File: config.mk
export PLATFORM = sky130hd
export DESIGN_NAME = identifier_allocator_top
export DESIGN_NICKNAME = d
export VERILOG_FILES = /design/src/design/idal_pkg.sv /design/src/design/idal_cell.sv /design/src/design/idal_ctrl.sv /design/src/design/identifier_allocator_top.sv
export SDC_FILE = /design/constraint.sdc
export NUM_CORES = 1
export LEC_CHECK = 0
export ABC_AREA = 1
export BUFFER_PORTS_ARGS = -buffer_cell sky130_fd_sc_hd__buf_2
export CAP_MARGIN = 20
export CORE_MARGIN = 1.5
export CORE_UTILIZATION = 50
export CTS_CLUSTER_DIAMETER = 150
export CTS_CLUSTER_SIZE = 8
export DETAILED_ROUTE_END_ITERATION = 6
export GPL_TIMING_DRIVEN = 0
export PLACE_DENSITY = 0.77
export SLEW_MARGIN = 10
export SYNTH_ARGS = -nofsm -noshare
export SYNTH_HDL_FRONTEND = slang
export SYNTH_SLANG_ARGS = --single-unit
File: constraint.sdc
create_clock -name clk_i -period 3.35 [get_ports clk_i]
set_input_delay 0.67 -clock clk_i [delete_from_list [all_inputs] [get_ports clk_i]]
set_output_delay 0.67 -clock clk_i [all_outputs]
set_load 0.01 [all_outputs]
File: src/design/idal_pkg.sv
// types, codes and cell update functions of the identifier allocator
`timescale 1ns / 1ps
`default_nettype none
package idal_pkg;

  localparam int unsigned IdentWidth = 6;
  localparam int unsigned CountWidth = 4;
  localparam logic [CountWidth-1:0] CountMax = 4'd15;

  localparam logic [1:0] FUNC_ALLOC   = 2'd0;
  localparam logic [1:0] FUNC_CLAIM   = 2'd1;
  localparam logic [1:0] FUNC_RELEASE = 2'd2;

  localparam logic STATUS_OK        = 1'b0;
  localparam logic STATUS_EXHAUSTED = 1'b1;

  typedef struct packed {
    logic [1:0]            func;
    logic [IdentWidth-1:0] ident;
  } req_t;

  typedef struct packed {
    logic [IdentWidth-1:0] result_id;
    logic                  status;
  } rsp_t;

  typedef struct packed {
    logic [CountWidth-1:0] count;
    logic                  released;
  } cell_t;

  // ring control from the sequencer to the cell row
  typedef struct packed {
    logic  shift;
    cell_t data;
  } ring_ctl_t;

  function automatic cell_t cell_take(cell_t c);
    cell_t r;
    r = c;
    r.released = 1'b0;
    if (c.count != CountMax) begin
      r.count = c.count + 4'd1;
    end
    return r;
  endfunction

  function automatic cell_t cell_give(cell_t c);
    cell_t r;
    r = c;
    r.released = 1'b1;
    if (c.count != '0) begin
      r.count = c.count - 4'd1;
    end
    return r;
  endfunction

endpackage
`default_nettype wire

File: src/design/idal_cell.sv
// one table entry of the rotating ring: use count and released flag
`timescale 1ns / 1ps
`default_nettype none
module idal_cell
  import idal_pkg::*;
(
  input  wire   clk_i,
  input  wire   rst_ni,
  input  wire   shift_i,
  input  cell_t data_i,
  output cell_t data_o
);

  cell_t data_q;

  always_ff @(posedge clk_i or negedge rst_ni) begin
    if (!rst_ni) begin
      data_q <= '0;
    end else if (shift_i) begin
      data_q <= data_i;
    end
  end

  assign data_o = data_q;

endmodule
`default_nettype wire

File: src/design/idal_ctrl.sv
// sequencer: scans the ring head, applies updates, holds the response register
`timescale 1ns / 1ps
`default_nettype none
module idal_ctrl
  import idal_pkg::*;
#(
  parameter int NUM_IDS  = 64,
  parameter int FIRST_ID = 1
) (
  input  wire       clk_i,
  input  wire       rst_ni,
  input  wire       in_valid_i,
  output logic      in_ready_o,
  input  req_t      in_req_i,
  output logic      out_valid_o,
  input  wire       out_ready_i,
  output rsp_t      out_rsp_o,
  input  cell_t     head_i,
  output ring_ctl_t ring_o
);

  localparam int IW = $clog2(NUM_IDS);
  localparam int EW = ((IW > IdentWidth) ? IW : IdentWidth) + 1;

  localparam logic [1:0] S_IDLE  = 2'd0;
  localparam logic [1:0] S_PASS1 = 2'd1;
  localparam logic [1:0] S_PASS2 = 2'd2;
  localparam logic [1:0] S_RESP  = 2'd3;

  logic [1:0]            state_q, state_d;
  logic [1:0]            func_q, func_d;
  logic [IdentWidth-1:0] ident_q, ident_d;
  logic [IW-1:0]         pos_q, pos_d;
  logic [IW-1:0]         top_q, top_d;
  logic [IW-1:0]         pick_q, pick_d;
  logic                  found_q, found_d;
  logic                  any_used_q, any_used_d;
  rsp_t                  rsp_q, rsp_d;
  logic                  out_valid_q, out_valid_d;
  rsp_t                  out_rsp_q, out_rsp_d;

  logic                  at_end;
  logic                  ident_hit;
  logic                  in_range;
  logic                  alloc_hit;
  logic                  take_here;
  logic                  give_here;
  logic                  any_used_nx;
  logic [IW-1:0]         top_nx;
  logic [IW:0]           cand;
  cell_t                 head_new;

  assign at_end    = (pos_q == IW'(NUM_IDS - 1));
  assign ident_hit = (EW'(ident_q) == EW'(pos_q));
  assign in_range  = (EW'(in_req_i.ident) < EW'(NUM_IDS));

  assign alloc_hit = (state_q == S_PASS1) && (func_q == FUNC_ALLOC) && !found_q &&
                     head_i.released;
  assign take_here = alloc_hit ||
                     ((state_q == S_PASS2) && (pos_q == pick_q)) ||
                     ((state_q == S_PASS1) && (func_q == FUNC_CLAIM) && ident_hit);
  assign give_here = (state_q == S_PASS1) && (func_q == FUNC_RELEASE) && ident_hit;

  always_comb begin
    if (take_here) begin
      head_new = cell_take(head_i);
    end else if (give_here) begin
      head_new = cell_give(head_i);
    end else begin
      head_new = head_i;
    end
  end

  // highest in-use entry seen so far, this cycle's head included
  assign any_used_nx = any_used_q || (head_i.count != '0);
  assign top_nx      = (head_i.count != '0) ? pos_q : top_q;
  assign cand        = any_used_nx ? ({1'b0, top_nx} + (IW+1)'(1)) : (IW+1)'(FIRST_ID);

  always_comb begin
    state_d     = state_q;
    func_d      = func_q;
    ident_d     = ident_q;
    pos_d       = pos_q;
    top_d       = top_q;
    pick_d      = pick_q;
    found_d     = found_q;
    any_used_d  = any_used_q;
    rsp_d       = rsp_q;
    out_valid_d = out_valid_q;
    out_rsp_d   = out_rsp_q;

    if (out_valid_q && out_ready_i) begin
      out_valid_d = 1'b0;
    end

    unique case (state_q)
      S_IDLE: begin
        if (in_valid_i) begin
          func_d          = in_req_i.func;
          ident_d         = in_req_i.ident;
          found_d         = 1'b0;
          any_used_d      = 1'b0;
          top_d           = '0;
          pos_d           = '0;
          rsp_d.result_id = in_req_i.ident;
          rsp_d.status    = STATUS_OK;
          if ((in_req_i.func == FUNC_ALLOC) ||
              (((in_req_i.func == FUNC_CLAIM) || (in_req_i.func == FUNC_RELEASE)) &&
               in_range)) begin
            state_d = S_PASS1;
          end else begin
            state_d = S_RESP;
          end
        end
      end
      S_PASS1: begin
        pos_d      = pos_q + IW'(1);
        any_used_d = any_used_nx;
        top_d      = top_nx;
        if (alloc_hit) begin
          found_d         = 1'b1;
          rsp_d.result_id = IdentWidth'(pos_q);
        end
        if (at_end) begin
          pos_d   = '0;
          state_d = S_RESP;
          if ((func_q == FUNC_ALLOC) && !found_q && !alloc_hit) begin
            if (cand < (IW+1)'(NUM_IDS)) begin
              pick_d          = IW'(cand);
              rsp_d.result_id = IdentWidth'(cand);
              state_d         = S_PASS2;
            end else begin
              rsp_d.result_id = '0;
              rsp_d.status    = STATUS_EXHAUSTED;
            end
          end
        end
      end
      S_PASS2: begin
        pos_d = pos_q + IW'(1);
        if (at_end) begin
          pos_d   = '0;
          state_d = S_RESP;
        end
      end
      S_RESP: begin
        if (!out_valid_q || out_ready_i) begin
          out_valid_d = 1'b1;
          out_rsp_d   = rsp_q;
          state_d     = S_IDLE;
        end
      end
      default: begin
        state_d = S_IDLE;
      end
    endcase
  end

  always_ff @(posedge clk_i or negedge rst_ni) begin
    if (!rst_ni) begin
      state_q     <= S_IDLE;
      pos_q       <= '0;
      out_valid_q <= 1'b0;
    end else begin
      state_q     <= state_d;
      pos_q       <= pos_d;
      out_valid_q <= out_valid_d;
    end
  end

  always_ff @(posedge clk_i) begin
    func_q     <= func_d;
    ident_q    <= ident_d;
    top_q      <= top_d;
    pick_q     <= pick_d;
    found_q    <= found_d;
    any_used_q <= any_used_d;
    rsp_q      <= rsp_d;
    out_rsp_q  <= out_rsp_d;
  end

  assign in_ready_o  = (state_q == S_IDLE);
  assign out_valid_o = out_valid_q;
  assign out_rsp_o   = out_rsp_q;
  assign ring_o.shift = (state_q == S_PASS1) || (state_q == S_PASS2);
  assign ring_o.data  = head_new;

endmodule
`default_nettype wire

File: src/design/identifier_allocator_top.sv
// Identifier allocator, top level: a ring of NUM_IDS table cells and a sequencer.
// Requests arrive on in_valid_i/in_ready_o with in_req_i (func, ident); each
// request yields exactly one response on out_valid_o/out_ready_i with out_rsp_o.
// The table lives in a ring of cells that rotates by one entry per cycle while a
// scan runs; the sequencer sees and rewrites only the cell at the head of the
// ring. Allocate scans one full revolution for the lowest released and highest
// in-use entry; if nothing is released it takes a second revolution to update
// the picked entry. Claim and release take one revolution. An unused code or an
// out-of-range identifier skips the scan and goes straight to the response.
// One request is in flight at a time; in_ready_o is high only while the
// sequencer is idle.
// The response sits in an output register; a new request is taken while it
// waits, and a finished response waits in the sequencer until the register
// frees up when the receiver stalls.
// Reset clears every cell (count zero, not released) at once; no sweep needed.
`timescale 1ns / 1ps
`default_nettype none
module identifier_allocator_top
  import idal_pkg::*;
#(
  parameter int NUM_IDS  = 64,
  parameter int FIRST_ID = 1
) (
  input  wire  clk_i,
  input  wire  rst_ni,
  input  wire  in_valid_i,
  output logic in_ready_o,
  input  req_t in_req_i,
  output logic out_valid_o,
  input  wire  out_ready_i,
  output rsp_t out_rsp_o
);

  cell_t     cell_data [NUM_IDS];
  ring_ctl_t ring;

  idal_ctrl #(
    .NUM_IDS  (NUM_IDS),
    .FIRST_ID (FIRST_ID)
  ) u_ctrl (
    .clk_i       (clk_i),
    .rst_ni      (rst_ni),
    .in_valid_i  (in_valid_i),
    .in_ready_o  (in_ready_o),
    .in_req_i    (in_req_i),
    .out_valid_o (out_valid_o),
    .out_ready_i (out_ready_i),
    .out_rsp_o   (out_rsp_o),
    .head_i      (cell_data[0]),
    .ring_o      (ring)
  );

  // cell k takes from cell k+1; the last cell takes the rewritten head
  for (genvar k = 0; k < NUM_IDS; k++) begin : g_cell
    cell_t nbr;
    if (k == NUM_IDS - 1) begin : g_tail
      assign nbr = ring.data;
    end else begin : g_body
      assign nbr = cell_data[k+1];
    end
    idal_cell u_cell (
      .clk_i   (clk_i),
      .rst_ni  (rst_ni),
      .shift_i (ring.shift),
      .data_i  (nbr),
      .data_o  (cell_data[k])
    );
  end

endmodule
`default_nettype wire

# Yosys cells after proc, flatten, opt, wreduce, memory -nomap -nowiden
# Cells that the tools add are included.
# Widths: inputs -> output; s select.
# totals
register_bits	365
in_bits	12
output_inout_bits	9
# op_classes
addsub	4
n_lt_le_gt_ge	1
eq_ne	18
muxes	32
n_reduce_logical	36
# ops
cell	count
$mux 6	5
$mux 7	4
$pmux 6 s2	2
$pmux 7 s2	1
$eq 6x6->1	2
$mux 2	6
$logic_and 1x1->1	11
$mux 5	2
$eq 2x2->1 const B	4
$mux 4	2
$ne 2x1->1 const B	4
$pmux 2 s4	1
$reduce_and 2->1	4
$reduce_and 4->1	2
$add 6x1->7 const B	1
$logic_or 1x1->1	7
$lt 7x7->1 const B	1
$mux 1	7
$add 6x1->6 const B	1
$eq 2x1->1 const B	3
$eq 6x6->1 const B	1
$logic_not 2->1	3
$ne 2x2->1 const B	3
$reduce_and 5->1	1
other kinds (9)	13

# Logic depth before layout (Yosys ltp)
# Gate-level depths: netlist of run 1.
# depth
depth_word	9
mapped_depth	15

# By module
# A second synthesis of run 1 with hierarchy kept.
# hier_totals
cells_unflattened	1648
area_unflattened_um2	14543.9
# modules_own_cells
module	instances	cells_per_inst	area_per_inst_um2	seq_area_each_um2
idal_cell	64	21	185.2	125.1
idal_ctrl	1	304	2692.6	1306.3

# Least setup slack after synthesis of run 1
# OpenSTA, ideal clock, no wires.
# synth_path
kind	flip-flop to flip-flop
startpoint	reg u_ctrl.state_q[1]
endpoint	reg u_ctrl.rsp_q[0] (netlist name), enable pin
setup_time_ps	294
t_arrival_ps	2085
path_slack_ps	971
path_stages_with_launch	6
n_path_buf	0
cell_sequence	dfrtp_1 > inv_1 > ha_1 > inv_1 > o21ai_0 > o21a_1
# synth_via
elab_chain_cells	8
# synth_lines
item	line	rtl
start, declared	idal_ctrl.sv:30	logic [1:0] state_q, state_d;
start signal, assigned	idal_ctrl.sv:165	state_q <= state_d;
$eq 2x1->1	idal_ctrl.sv:57, idal_ctrl.sv:96	
$logic_and 1x1->1 (3 in a row)	idal_ctrl.sv:57	assign alloc_hit = (state_q == S_PASS1) && (func_q == FUNC_ALLOC) && !found_q &&
$logic_not 1->1	idal_ctrl.sv:127	if ((func_q == FUNC_ALLOC) && !found_q && !alloc_hit) begin
$logic_and 1x1->1	idal_ctrl.sv:127	
$ne 2x2->1 (no line)	--	
$reduce_and 5->1 (no line) (*)	--	
end signal, assigned	idal_ctrl.sv:178	rsp_q <= rsp_d;
end, declared	idal_ctrl.sv:38	rsp_t rsp_q, rsp_d;
# Mark *: on every way between the ends. The rest lies on a longest branch, timed or not.
# A chain may end at the register's enable or synchronous reset.

==> summary.md, run 1 <==
| Metric | Value |
|---|---|
| Unrepaired setup endpoints after global routing | `no` |
| Syn. warnings | `0` |
| Register area share after synthesis | `64.4%` |
| WHS | `0.316 ns` |
| Synth Flop Type | `dfrtp_1` |
| Max layer used | `met4` |
| Switching part of the total | `37.8%` |
| Met1 wire length | `13.1 mm` |
| Clock Power Share | `33.7%` |
| Fin Clk Skew | `0.0211 ns` |
| Synthesis-to-layout area growth | `14.2%` |
| TritonRoute pass-1 iters | `5` |
| Peak VDD IR | `466 uV` |
| Global route overflow | `0` |
| Internal power | `8.26 mW` |
| Critical path cell sequence | `inv_1, ha_1, nand2_4, inv_1, nand2_1, o21ai_2, ha_1, nand2_1, nor2_2, nand3_2, nand2_1, inv_1, nand2_1, nand3_1` |
| Yosys cell types | `34` |
| Vias per Instance | `5.20` |
| Port bufs | `20` |
| Worst r2r src | `g_cell[0].u_cell.data_o[1]$_DFFE_PN0P_` |
| Synth top area share | `56.9%` |
| Ys async rst share | `90.1%` |
| Status | `finished, final reports clean` |
| FF-to-FF End | `u_ctrl.rsp_q[1]$_DFFE_PP_` |
| Die Y | `173 um` |
| Most common cell in the netlist | `nand2_1` |
| TritonCTS Buffers | `51` |
| Post-CTS Setup Bufs | `0` |
| Antenna fix cells | `0` |
| EDFF count, synth | `36` |
| Largest net degree at the start of global routing | `117` |
| Yosys reg bits | `365` |
| Vias in the first global route | `10700` |
| Synth Area in Compound Gates | `12.4%` |
| Io pins | `21` |
| DRT antenna net count | `0` |
| Clock sinks | `365` |
| Post-Syn Instances | `1542` |
| Fmax | `361 MHz` |
| Post-layout util | `57.8%` |
| Worst Setup EP | `u_ctrl.rsp_q[1]$_DFFE_PP_` |
| CTS tree | `built` |
| Top cells by area, synth | `dfrtp_1, nand2_1, o21ai_0, edfxtp_1, inv_1` |
| Power Density | `804 nW/um^2` |
| Met3 wire len | `1.55 mm` |
| Die footprint | `30000 um^2` |
| Clock Root Buffer | `clkbuf_16` |
| Largest family of logic cells by synthesized area | `simple AND/OR/NAND/NOR gates` |
| Multiplexer share of the synthesized area | `0%` |
| Post-CTS Resized | `0` |
| Synth Area in Adders | `0.779%` |
| Sum Neg Setup Slack | `0 ns` |
| Horiz. Die Dim | `173 um` |
| Vias | `10500` |
| Worst-Margin Slew | `0.806 ns` |
| Hold WC Path Type | `in -> reg` |
| Post-DP HPWL | `18.5 mm` |
| Placed inst area | `15100 um^2` |
| Htree depth | `2` |
| Row Count | `62` |
| Maxcap violations | `0` |
| Hold path depth | `1` |
| Gate power share | `29.4%` |
| Worst reg-to-reg setup slack | `0.58 ns` |
| Avg WL per Cell | `14.9 um` |
| Routed wl met2 | `14.7 mm` |
| First-pass GRT wire length | `51.7 mm` |
| Final Cell Area | `16500 um^2` |
| Commonest cells in the netlist | `nand2_1, dfrtp_1, o21ai_0` |
| Crit start category | `register` |
| Initial antenna violation count | `0` |
| Fin crit period | `2.77 ns` |
| Critical path peak fanout | `7` |
| Finish-stage setup viols | `0` |
| Final-report hold violation count | `0` |
| Post-synth top area cell | `dfrtp_1` |
| Simple-gate area share of the yosys netlist | `14.8%` |
| Most frequent CP cell | `nand2_1` |
| Syn Nets | `1563` |
| Post-Synth XOR/XNOR Area | `0.363%` |
| Cts hold-fix bufs | `1` |
| Crit path required time | `3.65 ns` |
| Post-Syn Area per Cell | `9.38 um^2` |
| Beginning of the critical path | `g_cell[0].u_cell.data_o[1]$_DFFE_PN0P_` |
| Leakage power | `7.44 nW` |
| Routability Congestion | `0.884` |
| Reg2Reg Depth | `14` |
| Max incr delay on CP | `0.44 ns` |
| Crit. End Element | `register` |
| Final worst-path cycle share | `82.7%` |
| Slowest-stage cell, CP | `dfrtp_1` |
| Final nets | `1640` |
| Crit path max-delay family | `simple AND/OR/NAND/NOR gates` |
| Post-route DRC violation count | `0` |
| Share of cells above drive strength 1 | `7.06%` |
| Final Power | `13.3 mW` |
| All-layer global routing usage | `20.9%` |
| Clock buffer depth | `3` |
| WL final | `29.9 mm` |
| Crit path DAT | `3.07 ns` |
| Worst-path clk slew | `0.05 ns` |
| Worst-Skew Late Latency | `0.55 ns` |
| WS Path Type | `reg -> reg` |
| DRT iter0 DRCs | `802` |
| Critical Path Stages | `14` |
| Starting density of the core | `50.7%` |
| Net load switching power | `5.01 mW` |
| Critical path buffers and inverters | `3` |
| Pins Over Slew Limit | `0` |
| Slew Limit Headroom | `46.2%` |
| Mapped Area | `14500 um^2` |
| Core area | `28500 um^2` |
| Sequential share of power | `36.9%` |
-- cell type report --
type	instances	area, um^2
clock buffers	60	1330
well taps	384	480
plain buffers	77	308
multi-input cells	903	4100
inverters	197	739
repair buffers	24	203
fillers	2429	12000
flip-flops and latches	365	9310
clock inverters	3	30.0
-- registers in the layout (all words and copies together), names as in the netlist --
signal	flops
g_cell.u_cell.data_o	320
u_ctrl.any_used_q	1
u_ctrl.found_q	1
u_ctrl.func_q	2
u_ctrl.ident_q	6
u_ctrl.out_rsp_o	7
u_ctrl.out_valid_o	1
u_ctrl.pick_q	6
u_ctrl.pos_q	6
u_ctrl.rsp_q	7
u_ctrl.state_q	2
u_ctrl.top_q	6
-- stage by stage --
| step | instances | setup WS [ns] |
|---|---|---|
| 2_1_floorplan | 1542 | 0.971 |
| 3_3_place_gp | 1946 | -4.32 |
| 3_5_place_dp | 1949 | 0.629 |
| 4_1_cts | 2013 | 0.607 |
| 5_1_grt | 2013 | 0.338 |
| 6_report | 2013 | 0.579 |
-- routing by layer --
metal,vias to the layer above,GRT usage [%]
met2,241,35.2
met4,0,5.65
met3,56,3.43
met1,5170,28.4
li1,5004,-
met5,-,0
-- cells in the final DEF, fill, tap and decap left out, types with 3 or more instances in the layout --
master     netlist  final
nand3_1         23     23
o21ai_2          2      3
ha_1             9      9
nor2_2           6      6
a21oi_1         17     17
dfrtp_1        329    329
clkbuf_16        0     52
buf_1            3      3
edfxtp_1        36     36
nand2_2          6      6
nor2_1          27     27
nand2_4          3      3
clkbuf_1        69     77
buf_2            3     22
buf_16           0      3
inv_2            6      6
a21oi_2          3      3
o21ai_0        324    323
xor2_1           4      4
nand2_1        455    455
inv_1          191    191
nor3_1           6      6
-- logic make-up (layout without fill, tap and decap cells) --
logic type,count (synthesis),count (layout)
xor+xnor,6,6
fa+ha+maj,9,9
compound gates,352,352
simple gates,536,536
buf+inv,274,361
flops,365,365
-- worst min path at each step --
stage,startpoint,to,slack (ns)
global placement,u_ctrl.rsp_q[0]$_SDFFCE_PP0P_,u_ctrl.out_rsp_o[0]$_DFFE_PP_,0.41
floorplan,rst_ni,g_cell[0].u_cell.data_o[0]$_DFFE_PN0P_,0.37
global route,in_req_i[3],u_ctrl.ident_q[3]$_DFFE_PP_,0.31
detailed placement,u_ctrl.rsp_q[0]$_SDFFCE_PP0P_,u_ctrl.out_rsp_o[0]$_DFFE_PP_,0.41
finish,in_req_i[3],u_ctrl.ident_q[3]$_DFFE_PP_,0.32
CTS,in_req_i[3],u_ctrl.ident_q[3]$_DFFE_PP_,0.31
-- worst reg2reg max path: cells and delay by family (launching register included) --
kind | cells | cell delay (ns)
flops | 1 | 0.44
compound gates | 1 | 0.14
buf+inv | 3 | 0.49
simple gates | 8 | 0.82
fa+ha+maj | 2 | 0.64
-- power groups by stage --
stage | Combinational, mW | Sequential (mW) | Clock (mW)
CTS | 3.93 | 4.89 | 4.55
finish | 3.90 | 4.90 | 4.47
global placement | 3.84 | 4.96 | 0
floorplan | 2.44 | 4.94 | 0
detailed placement | 3.88 | 4.96 | 0
global route | 4.37 | 4.91 | 4.74
Note: power is estimated with default switching activity, not from simulation.
==> inputs of run 2 (changes only) <==
- ABC_AREA: 1 -> 0
- clock period: 3.35 -> 2.8 ns (I/O delays scaled with it)
==> summary.md, run 2 <==
| Metric | Value |
|---|---|
| Post-Syn Area per Cell | `15.4 um^2` |
| Antenna fix cells | `0` |
| Placement Setup Slack | `-0.434 ns` |
| Yosys cell types | `58` |
| Net load switching power | `5.03 mW` |
| Maxcap violations | `0` |
| Register area share after synthesis | `63.9%` |
| Fmax | `366 MHz` |
| Worst-Margin Slew | `0.702 ns` |
| Gate power share | `29.7%` |
| Crit path required time | `3.05 ns` |
| Crit path max-delay family | `simple AND/OR/NAND/NOR gates` |
| Clock Root Buffer | `clkbuf_16` |
| First-pass GRT wire length | `40.2 mm` |
| WL final | `23.0 mm` |
| Syn Nets | `967` |
| Die footprint | `30200 um^2` |
| Pins Over Slew Limit | `0` |
| Final Cell Area | `16700 um^2` |
| Core area | `28700 um^2` |
| FF-to-FF End | `u_ctrl.pick_q[3]$_DFFE_PP_` |
| Post-synth top area cell | `dfrtp_1` |
| Fin Clk Skew | `0.0223 ns` |
| Peak VDD IR | `492 uV` |
| Starting density of the core | `50.8%` |
| Power Density | `964 nW/um^2` |
| Synth top area share | `56.5%` |
| CTS tree | `built` |
| Crit. End Element | `register` |
| Finish-stage setup viols | `0` |
| Vias in the first global route | `8161` |
| Clock buffer depth | `3` |
| Largest net degree at the start of global routing | `109` |
| Worst r2r src | `g_cell[0].u_cell.data_o[1]$_DFFE_PN0P_` |
| Worst reg-to-reg setup slack | `0.07 ns` |
| Clock Power Share | `33.0%` |
| Horiz. Die Dim | `174 um` |
| TritonCTS Buffers | `51` |
| Row Count | `62` |
| Post-DP HPWL | `14.5 mm` |
| Most frequent CP cell | `nand2_1` |
| DRT antenna net count | `0` |
| Yosys reg bits | `365` |
| Initial antenna violation count | `0` |
| Grt met1 use | `21.7%` |
| Most common cell in the netlist | `dfrtp_1` |
| Met3 Usage GRT | `3.16%` |
| Switching part of the total | `31.2%` |
| Status | `finished, final reports clean` |
| Mapped Area | `14600 um^2` |
| Max incr delay on CP | `0.42 ns` |
| Crit start category | `register` |
| Die Y | `174 um` |
| Final worst-path cycle share | `97.5%` |
| Avg WL per Cell | `16.2 um` |
| Post-Syn Instances | `946` |
| Internal power | `11.1 mW` |
| Port bufs | `20` |
| TritonRoute pass-1 iters | `4` |
| Critical path buffers and inverters | `2` |
| Final nets | `1048` |
| DRT iter0 DRCs | `404` |
| Met2 global-route usage | `25.8%` |
| Global route overflow | `0` |
| Clock sinks | `365` |
| Leakage power | `8.17 nW` |
| Sequential share of power | `37.3%` |
| Final worst slack | `0.0694 ns` |
| Io pins | `21` |
| Max FFs per register | `320` |
| EDFF count, synth | `36` |
| WS Path Type | `reg -> reg` |
| Top cells by area, synth | `dfrtp_1, mux2_2, edfxtp_1, nand2_1, ha_1` |
| Critical path peak fanout | `10` |
| Worst-Skew Late Latency | `0.56 ns` |
| Reg2Reg Depth | `11` |
| Hold WC Path Type | `in -> reg` |
| Ys async rst share | `90.1%` |
| Worst-path clk slew | `0.05 ns` |
| Crit path DAT | `2.98 ns` |
| Most frequent cells in the layout | `dfrtp_1, mux2_2, clkbuf_16` |
| Most Crowded Layer GR | `met2` |
| Vias | `7621` |
| Final-report hold violation count | `0` |
| Hold Path Sink | `u_ctrl.func_q[1]$_DFFE_PP_` |
| Hold path depth | `1` |
| Placed inst area | `15200 um^2` |
| Vias per Instance | `5.37` |
| Fin crit period | `2.73 ns` |
| All-layer global routing usage | `16.1%` |
| Htree depth | `2` |
| Syn. warnings | `0` |
| Commonest cells in the netlist | `dfrtp_1, mux2_2, edfxtp_1` |
| Post-route DRC violation count | `0` |
| Slew Limit Headroom | `53.2%` |
| Synth Flop Type | `dfrtp_1` |
| Slowest-stage cell, CP | `or3b_4` |
| Share of cells above drive strength 1 | `43.3%` |
| Routability Congestion | `0.848` |
| Hold wc startpoint | `in_req_i[7]` |
| Critical path cell sequence | `inv_2, ha_2, or3b_4, clkbuf_8, nand2_1, nand2_1, ha_4, nand3_1, nand2b_1, o32a_1, and3_4` |
| Commonest non-fill, non-tap cell in the layout | `dfrtp_1` |
| Synthesis-to-layout area growth | `14.8%` |
==> run 2: logic make-up (layout without fill, tap and decap cells) <==
| group | Yosys count | after routing | synth area share [%] |
|---|---|---|---|
| compound gates | 70 | 70 | 3.06 |
| xor+xnor | 18 | 18 | 1.52 |
| fa+ha+maj | 9 | 9 | 0.773 |
| buf+inv | 67 | 157 | 2.33 |
| flops | 365 | 365 | 63.9 |
| mux | 321 | 321 | 24.8 |
| simple gates | 96 | 96 | 3.63 |
==> run 2: how the worst max path moves through the flow <==
| stage | startpoint | end | slack, ns | cells past startpoint |
|---|---|---|---|---|
| finish | g_cell[0].u_cell.data_o[1]$_DFFE_PN0P_ | u_ctrl.pick_q[3]$_DFFE_PP_ | 0.07 | 11 |
| global route | g_cell[0].u_cell.data_o[1]$_DFFE_PN0P_ | u_ctrl.pick_q[3]$_DFFE_PP_ | -0.02 | 11 |
| CTS | g_cell[0].u_cell.data_o[1]$_DFFE_PN0P_ | u_ctrl.pick_q[3]$_DFFE_PP_ | 0.02 | 11 |
| detailed placement | g_cell[0].u_cell.data_o[1]$_DFFE_PN0P_ | u_ctrl.rsp_q[0]$_SDFFCE_PP0P_ | -0.43 | 11 |
| global placement | rst_ni | g_cell[4].u_cell.data_o[3]$_DFFE_PN0P_ | -4.77 | 1 |
| floorplan | g_cell[0].u_cell.data_o[1]$_DFFE_PN0P_ | u_ctrl.rsp_q[4]$_DFFE_PP_ | 0.07 | 12 |
==> run 2: metrics by stage <==
stage / instances / utilization, % / power [mW] / hold WS (ns) / TNS (ns)
after floorplan: 946 / - / 9.73 / 0.264 / 0
after global placement: 1350 / 52.8 / 10.8 / 0.412 / -1568.17
after detailed placement: 1353 / 53.1 / 10.9 / 0.428 / -4.05
after CTS: 1418 / 58.2 / 16.3 / 0.177 / 0
after global routing: 1420 / 58.3 / 17.0 / 0.183 / -0.179
final: 1420 / 58.3 / 16.1 / 0.201 / 0
==> run 2: power by group through the flow <==
stage | logic, mW | clock network (mW) | registers [mW]
global route | 5.24 | 5.71 | 6.05
detailed placement | 4.77 | 0 | 6.09
global placement | 4.69 | 0 | 6.08
finish | 4.78 | 5.33 | 6.02
CTS | 4.81 | 5.47 | 6.02
floorplan | 3.69 | 0 | 6.04
==> run 2: per-layer routing <==
layer  part of all wire (%)  wire length, um
met1                     45            10300
met2                     49            11200
met3                    4.6             1050
met4                    2.2              505
met5                      0                0
==> run 2: cell type report <==
cell class | instances | area (um^2)
fill | 2204 | 12000
sequential | 365 | 9310
multi-input combinational | 514 | 4960
clock buffer | 58 | 1300
tap | 384 | 480
buffer | 52 | 309
timing repair buffer | 28 | 233
clock inverter | 4 | 71.3
inverter | 15 | 56.3
==> run 2: timing repair <==
action                     in CTS  in global routing
hold endpoints to repair       52                  0
gates resized for setup        14                 11
hold buffers                    1                  0
setup endpoints to repair      23                 82
pin swaps                       1                  1
setup buffers                   2                  2
